[src/ogh_pkg.sv]
// Shared types and constants of the occupancy grid hit counter.
package ogh_pkg;

   localparam int SIZE_X_DEFAULT = 4;
   localparam int SIZE_Y_DEFAULT = 4;
   localparam int SIZE_Z_DEFAULT = 4;

   // A sweep reports at most this many freed cells.
   localparam int MAX_RESULTS = 64;
   localparam int RESULT_CNT_W = $clog2(MAX_RESULTS + 1);

   localparam int QUEUE_DEPTH = 2;

   localparam logic [7:0] COUNT_MAX = 8'd255;
   localparam logic [7:0] DECAY_STEP_RESET = 8'd1;

   localparam logic [1:0] MODE_MARK_OCC  = 2'd0;
   localparam logic [1:0] MODE_MARK_FREE = 2'd1;
   localparam logic [1:0] MODE_DECAY     = 2'd2;
   localparam logic [1:0] MODE_READ      = 2'd3;

   typedef enum logic [2:0] {
      KIND_MARK_OCC,
      KIND_MARK_FREE,
      KIND_DECAY,
      KIND_READ,
      KIND_OUTSIDE
   } kind_type;

   typedef struct packed {
      kind_type   kind;
      logic [3:0] x;
      logic [3:0] y;
      logic [3:0] z;
   } item_type;

   typedef struct packed {
      logic     valid;
      item_type item;
   } chan_type;

endpackage

[src/ogh_req_if.sv]
// Request channel of the occupancy grid hit counter.
interface ogh_req_if;
   logic       valid;
   logic       ready;
   logic [1:0] mode;
   logic [3:0] cell_x;
   logic [3:0] cell_y;
   logic [3:0] cell_z;

   modport source (output valid, mode, cell_x, cell_y, cell_z, input ready);
   modport sink (input valid, mode, cell_x, cell_y, cell_z, output ready);
endinterface

[src/ogh_rsp_if.sv]
// Response channel of the occupancy grid hit counter.
interface ogh_rsp_if;
   logic       valid;
   logic       ready;
   logic       changed;
   logic [3:0] change_x;
   logic [3:0] change_y;
   logic [3:0] change_z;
   logic       occupied;
   logic       last;

   modport source (output valid, changed, change_x, change_y, change_z, occupied, last,
                   input ready);
   modport sink (input valid, changed, change_x, change_y, change_z, occupied, last,
                 output ready);
endinterface

[src/ogh_csr_if.sv]
// Configuration write channel of the occupancy grid hit counter.
interface ogh_csr_if;
   logic       valid;
   logic       ready;
   logic [7:0] decay_step;

   modport source (output valid, decay_step, input ready);
   modport sink (input valid, decay_step, output ready);
endinterface

[src/ogh_front.sv]
// Front end: accepts requests and classifies them by operation and grid bounds.
module ogh_front #(
   parameter int SizeX = ogh_pkg::SIZE_X_DEFAULT,
   parameter int SizeY = ogh_pkg::SIZE_Y_DEFAULT,
   parameter int SizeZ = ogh_pkg::SIZE_Z_DEFAULT
) (
   ogh_req_if.sink         req_if,
   input  logic            queue_full,
   output ogh_pkg::chan_type push
);

   logic in_grid;

   assign in_grid = ({1'b0, req_if.cell_x} < 5'(SizeX))
                 && ({1'b0, req_if.cell_y} < 5'(SizeY))
                 && ({1'b0, req_if.cell_z} < 5'(SizeZ));

   assign req_if.ready = !queue_full;

   always_comb begin
      push.valid  = req_if.valid && !queue_full;
      push.item.x = req_if.cell_x;
      push.item.y = req_if.cell_y;
      push.item.z = req_if.cell_z;
      unique case (req_if.mode)
         ogh_pkg::MODE_MARK_OCC:  push.item.kind = ogh_pkg::KIND_MARK_OCC;
         ogh_pkg::MODE_MARK_FREE: push.item.kind = ogh_pkg::KIND_MARK_FREE;
         ogh_pkg::MODE_DECAY:     push.item.kind = ogh_pkg::KIND_DECAY;
         ogh_pkg::MODE_READ:      push.item.kind = ogh_pkg::KIND_READ;
         default:                 push.item.kind = ogh_pkg::KIND_READ;
      endcase
      // A sweep ignores the coordinates, so only cell operations can fall outside.
      if (req_if.mode != ogh_pkg::MODE_DECAY && !in_grid) begin
         push.item.kind = ogh_pkg::KIND_OUTSIDE;
      end
   end

endmodule

[src/ogh_queue.sv]
// Short queue of classified requests between the front and back ends.
module ogh_queue (
   input  logic              clock,
   input  logic              reset,
   input  ogh_pkg::chan_type push,
   output logic              full,
   output ogh_pkg::chan_type head,
   input  logic              pop
);

   localparam int PtrW = (ogh_pkg::QUEUE_DEPTH > 1) ? $clog2(ogh_pkg::QUEUE_DEPTH) : 1;
   localparam int CntW = $clog2(ogh_pkg::QUEUE_DEPTH + 1);

   ogh_pkg::item_type entry_ff [ogh_pkg::QUEUE_DEPTH];
   logic [PtrW-1:0]   wr_ptr_ff, wr_ptr_in;
   logic [PtrW-1:0]   rd_ptr_ff, rd_ptr_in;
   logic [CntW-1:0]   count_ff, count_in;
   logic              do_push, do_pop;

   assign full       = count_ff == CntW'(ogh_pkg::QUEUE_DEPTH);
   assign head.valid = count_ff != '0;
   assign head.item  = entry_ff[rd_ptr_ff];
   assign do_push    = push.valid && !full;
   assign do_pop     = pop && head.valid;

   always_comb begin
      wr_ptr_in = wr_ptr_ff;
      rd_ptr_in = rd_ptr_ff;
      count_in  = count_ff;
      if (do_push) begin
         wr_ptr_in = (wr_ptr_ff == PtrW'(ogh_pkg::QUEUE_DEPTH - 1)) ? '0 : wr_ptr_ff + 1'b1;
      end
      if (do_pop) begin
         rd_ptr_in = (rd_ptr_ff == PtrW'(ogh_pkg::QUEUE_DEPTH - 1)) ? '0 : rd_ptr_ff + 1'b1;
      end
      if (do_push && !do_pop) begin
         count_in = count_ff + 1'b1;
      end else if (do_pop && !do_push) begin
         count_in = count_ff - 1'b1;
      end
   end

   always_ff @(posedge clock) begin
      if (reset) begin
         wr_ptr_ff <= '0;
         rd_ptr_ff <= '0;
         count_ff  <= '0;
      end else begin
         wr_ptr_ff <= wr_ptr_in;
         rd_ptr_ff <= rd_ptr_in;
         count_ff  <= count_in;
      end
   end

   always_ff @(posedge clock) begin
      if (do_push) begin
         entry_ff[wr_ptr_ff] <= push.item;
      end
   end

endmodule

[src/ogh_back.sv]
// Back end: hit count memory, read-modify-write of cells, decay sweep and response register.
module ogh_back #(
   parameter int SizeX = ogh_pkg::SIZE_X_DEFAULT,
   parameter int SizeY = ogh_pkg::SIZE_Y_DEFAULT,
   parameter int SizeZ = ogh_pkg::SIZE_Z_DEFAULT
) (
   input  logic              clock,
   input  logic              reset,
   input  ogh_pkg::chan_type head,
   output logic              pop,
   input  logic [7:0]        decay_step,
   ogh_rsp_if.source         rsp_if
);

   localparam int Cells = SizeX * SizeY * SizeZ;
   localparam int AddrW = (Cells > 1) ? $clog2(Cells) : 1;
   localparam int ResW  = ogh_pkg::RESULT_CNT_W;

   typedef enum logic [4:0] {
      ST_CLEAR = 5'b00001,
      ST_IDLE  = 5'b00010,
      ST_CELL  = 5'b00100,
      ST_SWEEP = 5'b01000,
      ST_FLUSH = 5'b10000
   } state_type;

   logic [7:0] count_mem [Cells];

   state_type         state_ff, state_in;
   logic [AddrW-1:0]  addr_ff, addr_in;
   ogh_pkg::item_type item_ff, item_in;
   logic [3:0]        sx_ff, sx_in, sy_ff, sy_in, sz_ff, sz_in;
   logic [7:0]        rd_data_ff;
   logic              pend_valid_ff, pend_valid_in;
   logic [3:0]        pend_x_ff, pend_x_in, pend_y_ff, pend_y_in, pend_z_ff, pend_z_in;
   logic [ResW-1:0]   n_ff, n_in;

   logic              rsp_valid_ff, rsp_valid_in;
   logic              rsp_changed_ff, rsp_changed_in;
   logic [3:0]        rsp_x_ff, rsp_x_in, rsp_y_ff, rsp_y_in, rsp_z_ff, rsp_z_in;
   logic              rsp_occ_ff, rsp_occ_in;
   logic              rsp_last_ff, rsp_last_in;

   logic              mem_we, mem_re;
   logic [AddrW-1:0]  mem_waddr, mem_raddr;
   logic [7:0]        mem_wdata;
   logic              out_free, out_load;
   logic [31:0]       head_lin;
   logic [AddrW-1:0]  head_addr;
   logic [7:0]        decayed;
   logic              freed, report, stall, last_cell;

   assign head_lin  = (32'(head.item.x) * 32'(SizeY) + 32'(head.item.y)) * 32'(SizeZ)
                    + 32'(head.item.z);
   assign head_addr = head_lin[AddrW-1:0];
   assign out_free  = !rsp_valid_ff || rsp_if.ready;

   // Sweep arithmetic on the count of the cell at addr_ff.
   assign decayed   = (rd_data_ff > decay_step) ? rd_data_ff - decay_step : 8'd0;
   assign freed     = (rd_data_ff != 8'd0) && (decayed == 8'd0);
   assign report    = freed && (n_ff < ResW'(ogh_pkg::MAX_RESULTS));
   assign stall     = report && pend_valid_ff && !out_free;
   assign last_cell = addr_ff == AddrW'(Cells - 1);

   always_comb begin
      state_in       = state_ff;
      addr_in        = addr_ff;
      item_in        = item_ff;
      sx_in          = sx_ff;
      sy_in          = sy_ff;
      sz_in          = sz_ff;
      pend_valid_in  = pend_valid_ff;
      pend_x_in      = pend_x_ff;
      pend_y_in      = pend_y_ff;
      pend_z_in      = pend_z_ff;
      n_in           = n_ff;
      pop            = 1'b0;
      mem_we         = 1'b0;
      mem_waddr      = addr_ff;
      mem_wdata      = 8'd0;
      mem_re         = 1'b0;
      mem_raddr      = head_addr;
      out_load       = 1'b0;
      rsp_changed_in = rsp_changed_ff;
      rsp_x_in       = rsp_x_ff;
      rsp_y_in       = rsp_y_ff;
      rsp_z_in       = rsp_z_ff;
      rsp_occ_in     = rsp_occ_ff;
      rsp_last_in    = rsp_last_ff;

      unique case (state_ff)
         ST_CLEAR: begin
            mem_we = 1'b1;
            if (last_cell) begin
               addr_in  = '0;
               state_in = ST_IDLE;
            end else begin
               addr_in = addr_ff + 1'b1;
            end
         end
         ST_IDLE: begin
            if (head.valid) begin
               pop     = 1'b1;
               item_in = head.item;
               if (head.item.kind == ogh_pkg::KIND_DECAY) begin
                  mem_re        = 1'b1;
                  mem_raddr     = '0;
                  addr_in       = '0;
                  sx_in         = 4'd0;
                  sy_in         = 4'd0;
                  sz_in         = 4'd0;
                  n_in          = '0;
                  pend_valid_in = 1'b0;
                  state_in      = ST_SWEEP;
               end else begin
                  mem_re   = head.item.kind != ogh_pkg::KIND_OUTSIDE;
                  addr_in  = head_addr;
                  state_in = ST_CELL;
               end
            end
         end
         ST_CELL: begin
            if (out_free) begin
               out_load       = 1'b1;
               rsp_x_in       = item_ff.x;
               rsp_y_in       = item_ff.y;
               rsp_z_in       = item_ff.z;
               rsp_last_in    = 1'b1;
               rsp_changed_in = 1'b0;
               rsp_occ_in     = rd_data_ff != 8'd0;
               unique case (item_ff.kind)
                  ogh_pkg::KIND_MARK_OCC: begin
                     mem_we         = 1'b1;
                     mem_wdata      = (rd_data_ff == ogh_pkg::COUNT_MAX) ? rd_data_ff
                                                                        : rd_data_ff + 8'd1;
                     rsp_changed_in = rd_data_ff == 8'd0;
                     rsp_occ_in     = 1'b1;
                  end
                  ogh_pkg::KIND_MARK_FREE: begin
                     mem_we         = 1'b1;
                     mem_wdata      = (rd_data_ff == 8'd0) ? 8'd0 : rd_data_ff - 8'd1;
                     rsp_changed_in = rd_data_ff == 8'd1;
                     rsp_occ_in     = rd_data_ff > 8'd1;
                  end
                  ogh_pkg::KIND_OUTSIDE: begin
                     rsp_occ_in = 1'b0;
                  end
                  default: begin
                  end
               endcase
               state_in = ST_IDLE;
            end
         end
         ST_SWEEP: begin
            if (!stall) begin
               mem_we    = 1'b1;
               mem_wdata = decayed;
               if (report) begin
                  if (pend_valid_ff) begin
                     out_load       = 1'b1;
                     rsp_changed_in = 1'b1;
                     rsp_x_in       = pend_x_ff;
                     rsp_y_in       = pend_y_ff;
                     rsp_z_in       = pend_z_ff;
                     rsp_occ_in     = 1'b0;
                     rsp_last_in    = 1'b0;
                  end
                  pend_valid_in = 1'b1;
                  pend_x_in     = sx_ff;
                  pend_y_in     = sy_ff;
                  pend_z_in     = sz_ff;
                  n_in          = n_ff + 1'b1;
               end
               if (last_cell) begin
                  state_in = ST_FLUSH;
               end else begin
                  addr_in   = addr_ff + 1'b1;
                  mem_re    = 1'b1;
                  mem_raddr = addr_ff + 1'b1;
                  if (sz_ff == 4'(SizeZ - 1)) begin
                     sz_in = 4'd0;
                     if (sy_ff == 4'(SizeY - 1)) begin
                        sy_in = 4'd0;
                        sx_in = sx_ff + 4'd1;
                     end else begin
                        sy_in = sy_ff + 4'd1;
                     end
                  end else begin
                     sz_in = sz_ff + 4'd1;
                  end
               end
            end
         end
         ST_FLUSH: begin
            if (out_free) begin
               out_load       = 1'b1;
               rsp_changed_in = pend_valid_ff;
               rsp_x_in       = pend_valid_ff ? pend_x_ff : 4'd0;
               rsp_y_in       = pend_valid_ff ? pend_y_ff : 4'd0;
               rsp_z_in       = pend_valid_ff ? pend_z_ff : 4'd0;
               rsp_occ_in     = 1'b0;
               rsp_last_in    = 1'b1;
               pend_valid_in  = 1'b0;
               state_in       = ST_IDLE;
            end
         end
         default: begin
            state_in = ST_IDLE;
         end
      endcase

      if (out_load) begin
         rsp_valid_in = 1'b1;
      end else if (rsp_if.ready) begin
         rsp_valid_in = 1'b0;
      end else begin
         rsp_valid_in = rsp_valid_ff;
      end
   end

   always_ff @(posedge clock) begin
      if (reset) begin
         state_ff      <= ST_CLEAR;
         addr_ff       <= '0;
         pend_valid_ff <= 1'b0;
         n_ff          <= '0;
         rsp_valid_ff  <= 1'b0;
      end else begin
         state_ff      <= state_in;
         addr_ff       <= addr_in;
         pend_valid_ff <= pend_valid_in;
         n_ff          <= n_in;
         rsp_valid_ff  <= rsp_valid_in;
      end
   end

   always_ff @(posedge clock) begin
      item_ff        <= item_in;
      sx_ff          <= sx_in;
      sy_ff          <= sy_in;
      sz_ff          <= sz_in;
      pend_x_ff      <= pend_x_in;
      pend_y_ff      <= pend_y_in;
      pend_z_ff      <= pend_z_in;
      rsp_changed_ff <= rsp_changed_in;
      rsp_x_ff       <= rsp_x_in;
      rsp_y_ff       <= rsp_y_in;
      rsp_z_ff       <= rsp_z_in;
      rsp_occ_ff     <= rsp_occ_in;
      rsp_last_ff    <= rsp_last_in;
   end

   // Hit count memory: one write port, one registered read port.
   always_ff @(posedge clock) begin
      if (mem_we) begin
         count_mem[mem_waddr] <= mem_wdata;
      end
      if (mem_re) begin
         rd_data_ff <= count_mem[mem_raddr];
      end
   end

   assign rsp_if.valid    = rsp_valid_ff;
   assign rsp_if.changed  = rsp_changed_ff;
   assign rsp_if.change_x = rsp_x_ff;
   assign rsp_if.change_y = rsp_y_ff;
   assign rsp_if.change_z = rsp_z_ff;
   assign rsp_if.occupied = rsp_occ_ff;
   assign rsp_if.last     = rsp_last_ff;

`ifndef NO_ASSERTIONS
   a_no_pop_in_clear: assert property (@(posedge clock) disable iff (reset)
      state_ff == ST_CLEAR |-> !pop)
      else $error("request taken from the queue during the clearing pass");

   a_load_when_free: assert property (@(posedge clock) disable iff (reset)
      out_load |-> out_free)
      else $error("response register overwritten while still held");

   a_pending_counted: assert property (@(posedge clock) disable iff (reset)
      pend_valid_ff |-> n_ff != '0)
      else $error("pending change without a result count");

   a_sweep_ends_in_flush: assert property (@(posedge clock) disable iff (reset)
      (state_ff == ST_SWEEP && !stall && last_cell) |=> state_ff == ST_FLUSH)
      else $error("sweep did not close with its final response");
`endif

endmodule

[src/occupancy_grid_hit_counter.sv]
// Top level of the occupancy grid hit counter.
//
// Requests arrive on req_if (mode, cell_x, cell_y, cell_z) and responses leave on rsp_if,
// both with valid/ready; a request or response moves at a clock edge where both are high.
// csr_if writes the decay step; it is always ready and should be used only while idle.
// Mark-occupied, mark-free and read requests each give one response. The back end reads
// the count of an in-grid cell, then writes it back for a mark and loads the response
// register, and takes no new request until that response has been loaded. A decay sweep
// walks every cell once, one cell a cycle unless a held response stalls it, through the
// hit count memory with its one write and one registered read port, and gives one
// response per freed cell (at most 64) or a single no-change response.
// The front end classifies requests into a two-entry queue, so requests keep being taken,
// until the queue is full, while the back end is busy or a response waits to be taken.
// After reset the hit counts are cleared one cell a cycle; during this pass requests may
// queue but are not processed, and the decay step resets to 1.
// A stalled receiver holds the response register and, once the queue is full, the request
// channel; no response is dropped.
module occupancy_grid_hit_counter #(
   parameter int SIZE_X = ogh_pkg::SIZE_X_DEFAULT,
   parameter int SIZE_Y = ogh_pkg::SIZE_Y_DEFAULT,
   parameter int SIZE_Z = ogh_pkg::SIZE_Z_DEFAULT
) (
   input  logic      clock,
   input  logic      reset,
   ogh_req_if.sink   req_if,
   ogh_rsp_if.source rsp_if,
   ogh_csr_if.sink   csr_if
);

   // Decay step register, written through the configuration channel.
   logic [7:0] decay_step_ff;

   ogh_pkg::chan_type push;
   ogh_pkg::chan_type head;
   logic              queue_full;
   logic              pop;

   assign csr_if.ready = 1'b1;

   always_ff @(posedge clock) begin
      if (reset) begin
         decay_step_ff <= ogh_pkg::DECAY_STEP_RESET;
      end else if (csr_if.valid) begin
         decay_step_ff <= csr_if.decay_step;
      end
   end

   // Front end: takes requests and tags them by operation and grid bounds.
   ogh_front #(
      .SizeX (SIZE_X),
      .SizeY (SIZE_Y),
      .SizeZ (SIZE_Z)
   ) u_front (
      .req_if     (req_if),
      .queue_full (queue_full),
      .push       (push)
   );

   // Decoupling queue between the two ends.
   ogh_queue u_queue (
      .clock (clock),
      .reset (reset),
      .push  (push),
      .full  (queue_full),
      .head  (head),
      .pop   (pop)
   );

   // Back end: hit count memory, cell updates, decay sweep and the response register.
   ogh_back #(
      .SizeX (SIZE_X),
      .SizeY (SIZE_Y),
      .SizeZ (SIZE_Z)
   ) u_back (
      .clock      (clock),
      .reset      (reset),
      .head       (head),
      .pop        (pop),
      .decay_step (decay_step_ff),
      .rsp_if     (rsp_if)
   );

endmodule

[src/flat_wrapper.sv]
// flat-port wrapper written by rule: the top's interface ports become plain ports
module occupancy_grid_hit_counter_flat 
#(
   parameter int SIZE_X = ogh_pkg::SIZE_X_DEFAULT,
   parameter int SIZE_Y = ogh_pkg::SIZE_Y_DEFAULT,
   parameter int SIZE_Z = ogh_pkg::SIZE_Z_DEFAULT
)
  (clock, reset, req_if_valid, req_if_mode, req_if_cell_x, req_if_cell_y, req_if_cell_z, req_if_ready, rsp_if_valid, rsp_if_changed, rsp_if_change_x, rsp_if_change_y, rsp_if_change_z, rsp_if_occupied, rsp_if_last, rsp_if_ready, csr_if_valid, csr_if_decay_step, csr_if_ready);
  ogh_req_if req_if_i ();
  ogh_rsp_if rsp_if_i ();
  ogh_csr_if csr_if_i ();
  input  logic clock;
  input  logic reset;
  input wire logic [$bits(req_if_i.valid)-1:0] req_if_valid;
  input wire logic [$bits(req_if_i.mode)-1:0] req_if_mode;
  input wire logic [$bits(req_if_i.cell_x)-1:0] req_if_cell_x;
  input wire logic [$bits(req_if_i.cell_y)-1:0] req_if_cell_y;
  input wire logic [$bits(req_if_i.cell_z)-1:0] req_if_cell_z;
  output wire logic [$bits(req_if_i.ready)-1:0] req_if_ready;
  output wire logic [$bits(rsp_if_i.valid)-1:0] rsp_if_valid;
  output wire logic [$bits(rsp_if_i.changed)-1:0] rsp_if_changed;
  output wire logic [$bits(rsp_if_i.change_x)-1:0] rsp_if_change_x;
  output wire logic [$bits(rsp_if_i.change_y)-1:0] rsp_if_change_y;
  output wire logic [$bits(rsp_if_i.change_z)-1:0] rsp_if_change_z;
  output wire logic [$bits(rsp_if_i.occupied)-1:0] rsp_if_occupied;
  output wire logic [$bits(rsp_if_i.last)-1:0] rsp_if_last;
  input wire logic [$bits(rsp_if_i.ready)-1:0] rsp_if_ready;
  input wire logic [$bits(csr_if_i.valid)-1:0] csr_if_valid;
  input wire logic [$bits(csr_if_i.decay_step)-1:0] csr_if_decay_step;
  output wire logic [$bits(csr_if_i.ready)-1:0] csr_if_ready;
  assign req_if_i.valid = req_if_valid;
  assign req_if_i.mode = req_if_mode;
  assign req_if_i.cell_x = req_if_cell_x;
  assign req_if_i.cell_y = req_if_cell_y;
  assign req_if_i.cell_z = req_if_cell_z;
  assign req_if_ready = req_if_i.ready;
  assign rsp_if_valid = rsp_if_i.valid;
  assign rsp_if_changed = rsp_if_i.changed;
  assign rsp_if_change_x = rsp_if_i.change_x;
  assign rsp_if_change_y = rsp_if_i.change_y;
  assign rsp_if_change_z = rsp_if_i.change_z;
  assign rsp_if_occupied = rsp_if_i.occupied;
  assign rsp_if_last = rsp_if_i.last;
  assign rsp_if_i.ready = rsp_if_ready;
  assign csr_if_i.valid = csr_if_valid;
  assign csr_if_i.decay_step = csr_if_decay_step;
  assign csr_if_ready = csr_if_i.ready;
  occupancy_grid_hit_counter #(.SIZE_X(SIZE_X), .SIZE_Y(SIZE_Y), .SIZE_Z(SIZE_Z)) u_core (.clock(clock), .reset(reset), .req_if(req_if_i), .rsp_if(rsp_if_i), .csr_if(csr_if_i));
endmodule
[config.mk]
export PLATFORM = sky130hd
export DESIGN_NAME = occupancy_grid_hit_counter_flat
export DESIGN_NICKNAME = d
export VERILOG_FILES = /design/src/ogh_pkg.sv /design/src/ogh_req_if.sv /design/src/ogh_rsp_if.sv /design/src/ogh_csr_if.sv /design/src/ogh_front.sv /design/src/ogh_queue.sv /design/src/ogh_back.sv /design/src/occupancy_grid_hit_counter.sv /design/src/flat_wrapper.sv
export SDC_FILE = /design/constraint.sdc
export NUM_CORES = 1
export LEC_CHECK = 0
export ABC_AREA = 1
export BUFFER_PORTS_ARGS = -buffer_cell sky130_fd_sc_hd__buf_4
export CELL_PAD_IN_SITES_DETAIL_PLACEMENT = 0
export CELL_PAD_IN_SITES_GLOBAL_PLACEMENT = 1
export CORE_MARGIN = 1.5
export CORE_UTILIZATION = 26
export DETAILED_ROUTE_END_ITERATION = 10
export PLACE_DENSITY_LB_ADDON = 0.05
export SLEW_MARGIN = 20
export SYNTH_ARGS = -nofsm -noshare
export SYNTH_HDL_FRONTEND = slang
export SYNTH_HIERARCHICAL = 1
export SYNTH_SLANG_ARGS = --single-unit
[constraint.sdc]
create_clock -name clock -period 5.55 [get_ports clock]
set_input_delay 1.665 -clock clock [delete_from_list [all_inputs] [get_ports clock]]
set_output_delay 1.665 -clock clock [all_outputs]
set_load 0.03 [all_outputs]
==> metrics.md <==
| Metric | Value |
|---|---|
| Status | complete, no violations |
| IO buf count | between 40 and 50 |
| FF-to-FF path depth | 24 |
| Xor/xnor share of the synthesized area | 0.00537 |
| Inserted Diodes | 0 |
| Core Area | 112000 um^2 |
| Sequential area share after synthesis | 0.640 |
| Postcts setup bufs | 0 |
| GRT Residual Overflow | 0 |
| Critical Path Start Type | flop |
| Ys Warns | 6 |
| Worst vdd rail ir drop | between 0.0002 and 0.00025 V |
| H-tree levels | 3 |
| Layout cell share with drive strength beyond 1 | 0.0974 |
| Adder-cell share of the synthesized area | 0.00989 |
| Cts hold-fix bufs | 0 |
| Rows | 123 |
| Setup TNS | 0 ps |
| Die ar. | about 110000 um^2 |
| P&R area growth vs syn | 15.8% |
| Asr flop ratio synth | 0 |
| Via density | around 4.6 |
| Pleak | roughly 13 nW |
| All-Layer GR Usage | 0.173 |
| Layout Cells excl Fill | around 4.4k |
| Placed wire-length estimate | 61900 um |
| Hold path startpoint | u_core/decay_step_ff[1] |
| Vias in the first global route | just over 20k |
| Compound-cell area share of the yosys netlist | 0.0223 |
| Commonest non-fill, non-tap cell in the layout | edfxtp_1 |
| Crit path kind | reg2reg |
| Clock buffer depth | 3 |
| Worst setup EP type | flop |
| Pwr dens | 447 nW/um^2 |
| Clock root cell | clkbuf_16 |
| Maximum clock rate | 200 MHz |
| Total wire length | 99800 um |
| Vias | slightly above 20k |
| DR iter-0 viols | 1504 |
| Gate count after technology mapping | 2766 |
| Worst Max-Slew Pin Slew | roughly 1000 ps |
| Starting Density | 0.262 |
| Die Y | about 340 um |
| Global-route wire length before repair | between 100000 and 150000 um |
| Tcrit/Tclk final | 0.899 |
| Post-synth EDFFs | 604 |
| Slew margin rel. | 0.301 |
| Worst Hold Depth | 2 |
| Post-layout minimum cycle time | 4990 ps |
| Predominant post-synthesis flop cell | edfxtp_1 |
| Data required, critical path | 5930 ps |
| Hold Fails Final Rpt | 0 |
| Main combinational cell family by area after synthesis | simple AND/OR/NAND/NOR gates |
| Clock skew | 20.0 ps |
| CP max FO | 47 |
| Setup violations, final | 0 |
| DRC Markers | 0 |
| Hold crit path type | reg2reg |
| Avg Inst Size Synth | 10.6 um^2 |
| Synth Register Bits | 637 |
| Initial antenna violation count | 1 |
| Cell variety after synth | 53 |
| Num CTS Buffers | 80 |
| Reg2Reg Launch Point | u_core/u_back/rd_data_ff[0] |
| Final Power | 0.0152 W |
| Simple-gate share of the synthesized area | 0.232 |
| I/O Pins | 45 |
| Synth Net Count | 2815 |
| Worst Hold Path EP | u_core/decay_step_ff[1] |
| Worst reg2reg endpoint | u_core/u_back/rd_data_ff[7] |
| CP Launch Point | u_core/u_back/rd_data_ff[0] |
| Placed insts | between 4k and 5k |
| Final slew viol count | 0 |
| Final RePlAce weighted congestion | 0.770 |
| Antenna Nets Post-Route | 0 |
| Max cap viols | 0 |
| DRT Pass-1 Iters | 5 |
| DR WL/cell | 22.8 um |
| Post-synthesis mux area share | 0.00703 |
| CP arrival | 5370 ps |
| Clock Latency Late Sink | roughly 640 ps |
| Most frequent cells in the layout | edfxtp_1, nand3_1, nand2_1, inv_1, nand3b_1 |
| CTS tree | done |
| Synth Cell Area | 29400 um^2 |
| Clock sink count | 637 |
| Clock slew at reported path FFs | 60 ps |
| Layout net count | 2862 |
| Post-CTS Resized | 0 |
| Flop-to-flop setup slack | 560 ps |
| Pin count of the biggest net entering global routing | 92 |
| Die W | 339 um |
| RSZ-0062 raised after global routing | no |
-- cells in the mapped netlist (all sizes together), types with 3 or more instances --
| master | instances | area (um^2) |
|---|---|---|
| clkinv | 3 | 11.3 |
| buf | 148 | 876 |
| nand4 | 17 | 113 |
| nor2 | 148 | 568 |
| xor2 | 12 | 105 |
| o22ai | 9 | 56.3 |
| nor3b | 4 | 30.0 |
| a31oi | 4 | 25.0 |
| inv | 402 | 1510 |
| nand3 | 582 | 2940 |
| dfxtp | 33 | 661 |
| ha | 20 | 250 |
| a21oi | 24 | 120 |
| a32o | 3 | 30.0 |
| nor4 | 9 | 71.3 |
| o21ai | 55 | 287 |
| xnor2 | 6 | 52.6 |
| edfxtp | 604 | 18100 |
| mux2 | 15 | 206 |
| nand3b | 177 | 1330 |
| o211ai | 3 | 22.5 |
| or2 | 3 | 18.8 |
| nor3 | 7 | 35.0 |
| clkbuf | 12 | 45.0 |
| nand2 | 448 | 1690 |
-- worst max-delay path: stages, from the launching register on --
cell	delay, ps
edfxtp_1	470
inv_1	210
ha_1	180
inv_1	70
fa_1	420
nand2_1	80
nand2_1	90
nand3_1	90
nand2_1	70
nand2_1	100
inv_2	90
nand3_2	120
nand3_2	110
nor2_4	190
nand3_2	200
nand2_1	120
o211ai_1	130
o21ai_4	100
buf_4	620
buf_4	410
nand3_1	120
nand3_1	180
nand3_1	240
nand3_1	220
nand2_1	70
-- power by group --
part | switching [W] | internal [W] | total (W)
combinational | 0.00340 | 0.00125 | 0.00465
sequential | 0.000127 | 0.00552 | 0.00565
clock | 0.00207 | 0.00284 | 0.00492
-- area by class of cell --
class                           instances  area (um^2)
Sequential cell                       637        18800
Tap cell                             1500         1880
Clock inverter                         41          245
Clock buffer                          104         2180
Multi-Input combinational cell       1564         8260
Fill cell                           11600        78200
Inverter                              405         1520
Timing Repair Buffer                  125         1120
-- sequential cells by signal, indices dropped and copies added (netlist names), 5 cells and up, named ones only --
| signal | flops |
|---|---|
| u_core/u_back/count_mem | 512 |
| u_core/u_queue/entry_ff | 30 |
| u_core/u_back/item_ff | 15 |
| u_core/decay_step_ff | 8 |
| u_core/u_back/rd_data_ff | 8 |
| u_core/u_back/n_ff | 7 |
| u_core/u_back/addr_ff | 6 |
| u_core/u_back/state_ff | 5 |
-- routing by layer --
metal	global-route usage	up-vias	wire, um
li1	-	9567	-
met1	0.237	10100	46900
met2	0.285	360	47300
met3	0.0236	101	3680
met4	0.0476	0	1970
met5	0	-	0
-- kinds of logic (layout without fill, tap and decap cells) --
logic type | Yosys count | in the layout
AO/OA/AOI/OAI | 112 | 112
XOR/XNOR | 18 | 18
adder cells (fa/ha/maj) | 22 | 22
buffers and inverters | 565 | 675
flip-flops | 637 | 637
multiplexers | 15 | 15
other | 1 | 1
AND/OR/NAND/NOR | 1396 | 1396
-- metrics by stage --
| stage | utilization | setup slack (ps) | hold WS [ps] | instance area (um^2) |
|---|---|---|---|---|
| 3_5_place_dp | 0.281 | 490 | 469 | 31600 |
| 5_1_grt | 0.303 | 217 | 489 | 34000 |
| 4_1_cts | 0.303 | 546 | 478 | 34000 |
| 2_1_floorplan | - | 718 | 434 | 29400 |
| 3_3_place_gp | 0.281 | 524 | 458 | 31600 |
| 6_report | 0.303 | 559 | 471 | 34000 |
-- worst max-delay path by stage --
stage / cells past startpoint / end / slack (ps)
after floorplan: 11 / u_core/u_back/count_mem[0][4] / 720
after global placement: 24 / u_core/u_back/rd_data_ff[0] / 520
after detailed placement: 13 / u_core/u_back/rd_data_ff[7] / 490
after CTS: 24 / u_core/u_back/rd_data_ff[7] / 550
after global routing: 24 / u_core/u_back/rd_data_ff[7] / 220
final: 24 / u_core/u_back/rd_data_ff[7] / 560
No activity file was read; power rests on OpenSTA's default activity.
